<file path="src/design/rfles_pkg.sv">
package rfles_pkg;

    // Depth of the deferred user-event queue (1 to 64)
    localparam int DeferDepth = 8;
    localparam int PTR_W = (DeferDepth > 1) ? $clog2(DeferDepth) : 1;
    localparam int CNT_W = $clog2(DeferDepth + 1);
    localparam int SUM_W = $clog2(2 * DeferDepth);

    // Link states
    typedef enum logic [2:0] {
        ST_IDLE      = 3'd0,
        ST_INIT      = 3'd1,
        ST_RF_IDLE   = 3'd2,
        ST_DISCOVERY = 3'd3,
        ST_DISCOVERED = 3'd4,
        ST_DATA_XCHG = 3'd5,
        ST_RECOVERY  = 3'd6,
        ST_SHUTDOWN  = 3'd7
    } link_state_t;

    // Result status codes
    typedef enum logic [2:0] {
        STS_OK            = 3'd0,
        STS_PENDING       = 3'd1,
        STS_INVALID_STATE = 3'd2,
        STS_INVALID_EVENT = 3'd3,
        STS_DEFERRED      = 3'd4,
        STS_QUEUE_FULL    = 3'd5
    } status_t;

    // Event codes with a meaning of their own
    localparam logic [3:0] EV_INVALID = 4'd15;

    // Table entry codes beyond the eight states
    localparam logic [3:0] TGT_NONE     = 4'd8;
    localparam logic [3:0] TGT_CONN_DISC = 4'd9;
    localparam logic [3:0] TGT_CONN_DEV  = 4'd10;

    // Outstanding user event marker
    localparam logic [3:0] USER_EV_NONE = 4'd8;

    // Pending handler result
    localparam logic [1:0] HRES_PENDING = 2'd1;

    // User-event table: row is current state, column is event
    localparam logic [3:0] USER_MAP [8][8] = '{
        '{4'd1, 4'd8, 4'd8, 4'd8, 4'd8,  4'd8,  4'd8, 4'd8},
        '{4'd8, 4'd8, 4'd8, 4'd8, 4'd8,  4'd8,  4'd8, 4'd8},
        '{4'd8, 4'd7, 4'd9, 4'd2, 4'd8,  4'd8,  4'd2, 4'd8},
        '{4'd8, 4'd7, 4'd9, 4'd2, 4'd8,  4'd8,  4'd3, 4'd8},
        '{4'd8, 4'd7, 4'd9, 4'd2, 4'd10, 4'd8,  4'd4, 4'd8},
        '{4'd8, 4'd7, 4'd9, 4'd2, 4'd8,  4'd10, 4'd5, 4'd5},
        '{4'd8, 4'd7, 4'd8, 4'd8, 4'd8,  4'd8,  4'd8, 4'd8},
        '{4'd8, 4'd8, 4'd8, 4'd8, 4'd8,  4'd8,  4'd8, 4'd8}
    };

    // Internal-event table: row is current state, column is event minus 8
    // (the last column is never selected by a valid internal event)
    localparam logic [3:0] INT_MAP [8][8] = '{
        '{4'd0, 4'd8, 4'd8, 4'd8, 4'd8, 4'd8, 4'd8, 4'd8},
        '{4'd2, 4'd7, 4'd8, 4'd8, 4'd8, 4'd8, 4'd7, 4'd8},
        '{4'd2, 4'd6, 4'd6, 4'd8, 4'd8, 4'd8, 4'd2, 4'd8},
        '{4'd3, 4'd6, 4'd6, 4'd4, 4'd8, 4'd8, 4'd3, 4'd8},
        '{4'd4, 4'd6, 4'd6, 4'd8, 4'd5, 4'd9, 4'd9, 4'd8},
        '{4'd5, 4'd6, 4'd6, 4'd8, 4'd8, 4'd9, 4'd5, 4'd8},
        '{4'd9, 4'd0, 4'd8, 4'd8, 4'd8, 4'd8, 4'd0, 4'd8},
        '{4'd0, 4'd7, 4'd8, 4'd8, 4'd8, 4'd8, 4'd0, 4'd8}
    };

    // Connector table per state: disc true, disc false, dev true, dev false
    localparam logic [3:0] CONN_MAP [8][4] = '{
        '{4'd8, 4'd8, 4'd8, 4'd8},
        '{4'd8, 4'd8, 4'd8, 4'd8},
        '{4'd3, 4'd2, 4'd8, 4'd8},
        '{4'd3, 4'd2, 4'd8, 4'd8},
        '{4'd3, 4'd2, 4'd5, 4'd8},
        '{4'd3, 4'd2, 4'd4, 4'd8},
        '{4'd3, 4'd2, 4'd8, 4'd8},
        '{4'd8, 4'd8, 4'd8, 4'd8}
    };

    // Transition handler per current state and target state
    localparam logic [3:0] HANDLER_MAP [8][8] = '{
        '{4'd0, 4'd1, 4'd0, 4'd0,  4'd0,  4'd0,  4'd0, 4'd0},
        '{4'd0, 4'd0, 4'd0, 4'd0,  4'd0,  4'd0,  4'd0, 4'd2},
        '{4'd0, 4'd0, 4'd3, 4'd4,  4'd0,  4'd0,  4'd5, 4'd2},
        '{4'd0, 4'd0, 4'd6, 4'd7,  4'd8,  4'd0,  4'd5, 4'd2},
        '{4'd0, 4'd0, 4'd9, 4'd10, 4'd11, 4'd12, 4'd5, 4'd2},
        '{4'd0, 4'd0, 4'd9, 4'd10, 4'd13, 4'd14, 4'd5, 4'd2},
        '{4'd0, 4'd0, 4'd0, 4'd4,  4'd0,  4'd0,  4'd0, 4'd2},
        '{4'd0, 4'd0, 4'd0, 4'd0,  4'd0,  4'd0,  4'd0, 4'd0}
    };

    // Requests from the sequencer to the deferred-event queue
    typedef struct packed {
        logic       push;
        logic       pop;
        logic [2:0] push_event;
    } defer_ctl_t;

    // Queue status seen by the sequencer
    typedef struct packed {
        logic full;
        logic not_empty;
    } defer_sts_t;

endpackage

</file>
<file path="src/design/rfles_defer_fifo.sv">
module rfles_defer_fifo
(
    input  logic                clk,
    input  logic                rst_n,
    input  rfles_pkg::defer_ctl_t ctl,
    output rfles_pkg::defer_sts_t sts,
    output logic [2:0]          pop_event
);

    logic [2:0]                   mem [rfles_pkg::DeferDepth];
    logic [rfles_pkg::PTR_W-1:0]  head_reg;
    logic [rfles_pkg::PTR_W-1:0]  head_next;
    logic [rfles_pkg::CNT_W-1:0]  count_reg;
    logic [rfles_pkg::CNT_W-1:0]  count_next;
    logic [rfles_pkg::SUM_W-1:0]  tail_sum;
    logic [rfles_pkg::PTR_W-1:0]  tail;
    logic [2:0]                   rdata_reg;

    // Derive fill status
    assign sts.full      = (count_reg == rfles_pkg::CNT_W'(rfles_pkg::DeferDepth));
    assign sts.not_empty = (count_reg != '0);
    assign pop_event     = rdata_reg;

    // Tail address: head plus count, wrapped once
    always_comb
    begin
        tail_sum = rfles_pkg::SUM_W'(head_reg) + rfles_pkg::SUM_W'(count_reg);
        if (tail_sum >= rfles_pkg::SUM_W'(rfles_pkg::DeferDepth))
        begin
            tail_sum = tail_sum - rfles_pkg::SUM_W'(rfles_pkg::DeferDepth);
        end
        tail = tail_sum[rfles_pkg::PTR_W-1:0];
    end

    // Advance pointers
    always_comb
    begin
        head_next  = head_reg;
        count_next = count_reg;
        if (ctl.push)
        begin
            count_next = count_reg + 1'b1;
        end
        else if (ctl.pop)
        begin
            count_next = count_reg - 1'b1;
            if (head_reg == rfles_pkg::PTR_W'(rfles_pkg::DeferDepth - 1))
            begin
                head_next = '0;
            end
            else
            begin
                head_next = head_reg + 1'b1;
            end
        end
    end

    always_ff @(posedge clk or negedge rst_n)
    begin
        if (!rst_n)
        begin
            head_reg  <= '0;
            count_reg <= '0;
        end
        else
        begin
            head_reg  <= head_next;
            count_reg <= count_next;
        end
    end

    // Write at tail; on pop, register the head entry
    always_ff @(posedge clk)
    begin
        if (ctl.push)
        begin
            mem[tail] <= ctl.push_event;
        end
        if (ctl.pop)
        begin
            rdata_reg <= mem[head_reg];
        end
    end

endmodule

</file>
<file path="src/design/rf_link_event_sequencer_core.sv">
// Table-driven NFC link sequencer. One event transfer is accepted per clock
// and its result appears in the output register in the cycle after; a new
// event is taken every cycle as long as the result side is not stalled. User
// events that arrive while a transition is busy go into a deferred queue held
// in a synchronous memory, unless it is full; a later completing event pops
// the queue head and reports it on replay_valid/replay_event for the host to
// post again. The memory read for the pop is registered at the accept edge,
// alongside the result. No clearing pass is needed after reset.
module rf_link_event_sequencer_core
(
    input  logic       clk,
    input  logic       rst_n,
    input  logic       in_valid,
    output logic       in_stall,
    input  logic [3:0] event_code,
    input  logic       disc_mode_check,
    input  logic       device_type_check,
    input  logic [1:0] handler_result,
    output logic       out_valid,
    input  logic       out_stall,
    output logic [2:0] status,
    output logic [2:0] new_state,
    output logic [3:0] handler_called,
    output logic       replay_valid,
    output logic [2:0] replay_event,
    output logic       user_done
);

    rfles_pkg::link_state_t state_reg, state_next;
    logic                   busy_reg, busy_next;
    logic [3:0]             open_user_reg, open_user_next;
    logic                   out_valid_reg;
    rfles_pkg::status_t     status_reg, status_next;
    logic [3:0]             handler_reg, handler_next;
    logic                   rvalid_reg;
    logic                   done_reg, done_next;

    rfles_pkg::defer_ctl_t  dq_ctl;
    rfles_pkg::defer_sts_t  dq_sts;
    logic [2:0]             dq_event;

    logic                   accept;
    logic                   is_user;
    logic [3:0]             entry;
    logic [3:0]             target;
    logic                   finish;

    assign accept   = in_valid && !in_stall;
    assign in_stall = out_valid_reg && out_stall;
    assign is_user  = !event_code[3];

    // Look up and resolve the table entry
    always_comb
    begin
        if (is_user)
        begin
            entry = rfles_pkg::USER_MAP[state_reg][event_code[2:0]];
        end
        else
        begin
            entry = rfles_pkg::INT_MAP[state_reg][event_code[2:0]];
        end
        if (entry == rfles_pkg::TGT_CONN_DISC)
        begin
            target = rfles_pkg::CONN_MAP[state_reg][disc_mode_check ? 2'd0 : 2'd1];
        end
        else if (entry == rfles_pkg::TGT_CONN_DEV)
        begin
            target = rfles_pkg::CONN_MAP[state_reg][device_type_check ? 2'd2 : 2'd3];
        end
        else
        begin
            target = entry;
        end
    end

    // Step the sequencer for one event
    always_comb
    begin
        state_next     = state_reg;
        busy_next      = busy_reg;
        open_user_next = open_user_reg;
        status_next    = rfles_pkg::STS_OK;
        handler_next   = '0;
        done_next      = 1'b0;
        finish         = 1'b0;
        dq_ctl.push       = 1'b0;
        dq_ctl.pop        = 1'b0;
        dq_ctl.push_event = event_code[2:0];

        if (event_code == rfles_pkg::EV_INVALID)
        begin
            status_next = rfles_pkg::STS_INVALID_EVENT;
        end
        else if (is_user && busy_reg)
        begin
            // Defer while a transition is busy
            if (dq_sts.full)
            begin
                status_next = rfles_pkg::STS_QUEUE_FULL;
            end
            else
            begin
                dq_ctl.push = accept;
                status_next = rfles_pkg::STS_DEFERRED;
            end
        end
        else
        begin
            if (is_user)
            begin
                open_user_next = event_code;
            end
            if (target[3])
            begin
                status_next = rfles_pkg::STS_INVALID_STATE;
            end
            else if (is_user || (target[2:0] != state_reg))
            begin
                handler_next = rfles_pkg::HANDLER_MAP[state_reg][target[2:0]];
                if (handler_next != '0)
                begin
                    busy_next   = 1'b1;
                    status_next = (handler_result == rfles_pkg::HRES_PENDING) ?
                                  rfles_pkg::STS_PENDING : rfles_pkg::STS_OK;
                end
                state_next = rfles_pkg::link_state_t'(target[2:0]);
            end
            finish = (status_next != rfles_pkg::STS_PENDING);
        end

        // Completion: replay a deferred event or close the user event
        if (finish)
        begin
            busy_next = 1'b0;
            if (dq_sts.not_empty)
            begin
                dq_ctl.pop = accept;
            end
            else if (open_user_next != rfles_pkg::USER_EV_NONE)
            begin
                open_user_next = rfles_pkg::USER_EV_NONE;
                done_next      = 1'b1;
            end
        end
    end

    // Hold state and output valid
    always_ff @(posedge clk or negedge rst_n)
    begin
        if (!rst_n)
        begin
            state_reg     <= rfles_pkg::ST_IDLE;
            busy_reg      <= 1'b0;
            open_user_reg <= rfles_pkg::USER_EV_NONE;
            out_valid_reg <= 1'b0;
        end
        else
        begin
            if (accept)
            begin
                state_reg     <= state_next;
                busy_reg      <= busy_next;
                open_user_reg <= open_user_next;
                out_valid_reg <= 1'b1;
            end
            else if (!out_stall)
            begin
                out_valid_reg <= 1'b0;
            end
        end
    end

    // Capture result payload on each transfer
    always_ff @(posedge clk)
    begin
        if (accept)
        begin
            status_reg  <= status_next;
            handler_reg <= handler_next;
            rvalid_reg  <= dq_ctl.pop;
            done_reg    <= done_next;
        end
    end

    rfles_defer_fifo u_defer_fifo
    (
        .clk       (clk),
        .rst_n     (rst_n),
        .ctl       (dq_ctl),
        .sts       (dq_sts),
        .pop_event (dq_event)
    );

    assign out_valid      = out_valid_reg;
    assign status         = status_reg;
    assign new_state      = state_reg;
    assign handler_called = handler_reg;
    assign replay_valid   = rvalid_reg;
    assign replay_event   = rvalid_reg ? dq_event : 3'd0;
    assign user_done      = done_reg;

endmodule

</file>
<file path="config.mk">
export PLATFORM = sky130hd
export DESIGN_NAME = rf_link_event_sequencer_core
export DESIGN_NICKNAME = d
export VERILOG_FILES = /design/src/design/rfles_pkg.sv /design/src/design/rfles_defer_fifo.sv /design/src/design/rf_link_event_sequencer_core.sv
export SDC_FILE = /design/constraint.sdc
export NUM_CORES = 1
export LEC_CHECK = 0
export BUFFER_PORTS_ARGS = -buffer_cell sky130_fd_sc_hd__buf_4
export CAP_MARGIN = 20
export CELL_PAD_IN_SITES_DETAIL_PLACEMENT = 1
export CELL_PAD_IN_SITES_GLOBAL_PLACEMENT = 1
export CORE_MARGIN = 10
export CORE_UTILIZATION = 48
export CTS_BUF_LIST = sky130_fd_sc_hd__clkbuf_16
export DETAILED_ROUTE_END_ITERATION = 12
export PLACE_DENSITY_LB_ADDON = 0.25
export SLEW_MARGIN = 20
export SYNTH_ARGS = -nofsm -noshare
export SYNTH_HDL_FRONTEND = slang
export SYNTH_SLANG_ARGS = --single-unit
export TNS_END_PERCENT = 1
</file>
<file path="constraint.sdc">
create_clock -name clk -period 5.5 [get_ports clk]
set_clock_uncertainty 0.15 [all_clocks]
set_input_delay 0.275 -clock clk [delete_from_list [all_inputs] [get_ports clk]]
set_output_delay 0.275 -clock clk [all_outputs]
set_load 0.005 [all_outputs]
</file>
==> results by group <==
Worst setup path
  – Crit path cell chain: inv_1, ha_1, nand2b_4, mux4_2, a221o_1, or2_1, o41ai_2, a22o_1, a2bb2oi_1, or4_1, a21oi_2, mux2_1
  – R2r endpoint: u_defer_fifo.head_reg[2]$_DFFE_PN0P_
  – Reg2Reg Depth: 12
  – CP startpoint kind: flip-flop
  – Crit-path leading delay family: compound AO/OA/AOI/OAI gates
  – Crit path buf inv count: 1
  – CP max stage cell: or4_1
  – R2R Setup Slk: 0.48 ns
  – CP peak stage delay: between 0.7 and 0.8 ns
  – Crit-path max FO: 10
  – FF-to-FF Start: new_state[0]$_DFFE_PN0P_
  – Crit path DAT: just over 5 ns
  – Critical Path Sink Type: flip-flop
  – CP startpoint: new_state[0]$_DFFE_PN0P_
  – Critical Path RT: 5.52 ns
  – Setup CP Type: flip-flop to flip-flop

Timing
  – Final worst slack: roughly 0.48 ns
  – Final Cycle Share: 0.912
  – RSZ-0062 raised after global routing: false
  – Slew @ Worst Pin: 1.03 ns
  – Final setup violation count: 0
  – Slew headroom: 0.308
  – Final Hold Viols: 0
  – Post-layout min period: 5.02 ns
  – Fmax: 199 MHz
  – Setup TNS: 0 ns
  – Max-slew violation count: 0

Routing
  – Vias/cell: 6.22
  – WL/cell: 22.0 um
  – # DRC: 0
  – Antenna viol nets, final: 0
  – Detailed Routing Iterations Pass 1: 4
  – Via Count: 2805
  – Total Wirelength: just under 10000 um
  – Drt initial violations: 109

Synth
  – YS warnings: 0
  – Syn_area_per_cell: ~11 um^2
  – Yosys cell types: 76
  – Async SR Flop Fraction: 0.308
  – Number of flops mapped to enable cells by yosys: 36
  – Syn Nets: ~360
  – Mapped Cells: 328
  – Prevailing post-synth register cell: edfxtp_1
  – Mapped Area: 3530 um^2
  – FF+latch count, synth: between 50 and 60
  – Sequential fraction of the synthesis area: 0.419

Floorplanning
  – Initial core utilization: 0.490
  – # rows: 31
  – Die H: around 110 um
  – Ports: 29
  – Core box area: slightly above 7000 um^2
  – DIE AREA: 11200 um^2
  – Die X: 106 um

Finish
  – Commonest non-fill, non-tap cell in the layout: edfxtp_1
  – Nets: 380
  – Fill cell count: between 800 and 900
  – Share of cells above drive strength 1: 0.196
  – Antenna diodes: 0
  – Largest register FFs: 24
  – Most flop-heavy register: u_defer_fifo.mem
  – Synth-to-layout area growth: 12.1%
  – Most frequent cells in the layout: edfxtp_1 (36), buf_4 (32), nor2_1 (26)
  – Cell area after layout: 3960 um^2
  – Final Util: 0.549

Clocking
  – TritonCTS clock tree: built
  – CTS max path bufs: 2
  – Root Buffer: clkbuf_16
  – CTS H-tree depth: 2
  – Cts bufs inserted: 5
  – Later-pin clock latency in the skew report: 0.29 ns
  – Clk slew on worst S/H paths: ~0.070 ns
  – TritonCTS Sinks: 52

Global route
  – Aggregate global-route resource usage: 0.177
  – First-pass GRT wire length: 16200 um
  – Largest net degree at the start of global routing: 31
  – Most used routing layer: met2
  – Number of global-route vias before repair: around 3100
  – Initial antenna violation count: 0
  – Met1 Use GR: 0.205
  – Grt total ovfl: 0
  – Met3 global-route usage: 0.0256
  – Grt met2 use: 0.327

Placed design
  – Placement Setup Slack: 0.523 ns
  – Detailed placer's ending HPWL: 7590 um
  – Routability cong.: 0.900
  – Port Buffers: 28
  – Placed Area: approximately 3800 um^2

Min path
  – Hold path endpoint: out_valid$_DFFE_PN0P_
  – Hold path cells: 2
  – HP Start: in_valid
  – Hold Path Class: input pin to flip-flop

Power and ir drop
  – PD cells: approximately 470 nW/um^2
  – Leakage: ~1.5 nW
  – Total power: approximately 1.9 mW
  – Peak VDD IR: 0.210 mV

Run
  – Max cap viols: 0

Outcome
  – Run status: completed
[cell type report]
class | count | area [um^2] | share of cell area
clock buffer | 5 | 125 | 0.0316
clock inverter | 3 | 20.0 | 0.00505
inverter | 9 | 33.8 | 0.00852
multi-input combinational | 250 | 1930 | 0.486
sequential | 52 | 1480 | 0.374
tap | 99 | 124 | 0.0313
timing repair buffer | 33 | 250 | 0.0631
[stage by stage]
stage | hold WS [ns] | std cells
4_1_cts | 0.0353 | 451
3_3_place_gp | 0.00959 | 442
3_5_place_dp | 0.0119 | 442
6_report | 0.0355 | 451
2_1_floorplan | -0.171 | 328
5_1_grt | 0.0478 | 451
[synth_stat cells (all sizes together), types with 3 or more instances]
cell,instances,share of area
a21oi,18,0.027
or2,6,0.011
nor4,4,0.0088
a221o,3,0.0085
a211oi,5,0.011
and3,3,0.0053
nand3,6,0.0085
nand2b,10,0.020
o21ai,7,0.0099
clkbuf,6,0.0064
inv,9,0.0096
ha,15,0.053
xnor2,5,0.012
dfrtp,15,0.11
or4,3,0.0064
nor2,26,0.028
mux2i,3,0.0085
mux4,7,0.045
a21boi,3,0.0064
a21o,5,0.011
nor4b,3,0.012
o211ai,4,0.0085
o21a,3,0.0064
buf,11,0.019
edfxtp,36,0.31
nand4,8,0.016
nor2b,8,0.014
and2,10,0.018
nor3,9,0.013
o31ai,3,0.0078
mux2,9,0.029
nand2,19,0.020
o41ai,4,0.012
[per-layer routing]
metal / wire length, um / vias up
met5: 0 / -
met4: 200 / 0
met3: 263 / 15
met2: 5330 / 58
met1: 4140 / 1414
li1: - / 1318
[how the worst max path moves through the flow]
| stage | to | slack (ns) | depth (start not counted) |
|---|---|---|---|
| floorplan | u_defer_fifo.head_reg[0]$_DFFE_PN0P_ | 0.93 | 14 |
| global placement | u_defer_fifo.head_reg[0]$_DFFE_PN0P_ | 0.76 | 12 |
| detailed placement | u_defer_fifo.head_reg[2]$_DFFE_PN0P_ | 0.52 | 12 |
| CTS | u_defer_fifo.head_reg[2]$_DFFE_PN0P_ | 0.51 | 12 |
| global route | u_defer_fifo.head_reg[2]$_DFFE_PN0P_ | 0.25 | 12 |
| finish | u_defer_fifo.head_reg[2]$_DFFE_PN0P_ | 0.48 | 12 |
[cell families (layout without fill, tap and decap cells)]
group | after synthesis | count (layout) | synth area share
xor gates and xnor gates | 6 | 6 | 0.0149
adders and majority gates | 17 | 17 | 0.0644
buffers and inverters | 26 | 50 | 0.0350
muxes | 19 | 19 | 0.0818
and+or+nand+nor | 126 | 126 | 0.206
AOI/OAI and AO/OA | 82 | 82 | 0.178
DFF | 52 | 52 | 0.419
[what timing repair did]
item                                   in CTS  in global routing
gates resized for setup                     0                  0
setup buffers                               0                  0
hold buffers                                1                  0
endpoints found under the hold margin      16                  0
[power breakdown]
part           total (mW)  internal (mW)  switching [mW]
Sequential          0.594          0.498          0.0963
Clock               0.308          0.168           0.140
Combinational       0.959          0.417           0.543
Note: power is estimated with default switching activity, not from simulation.
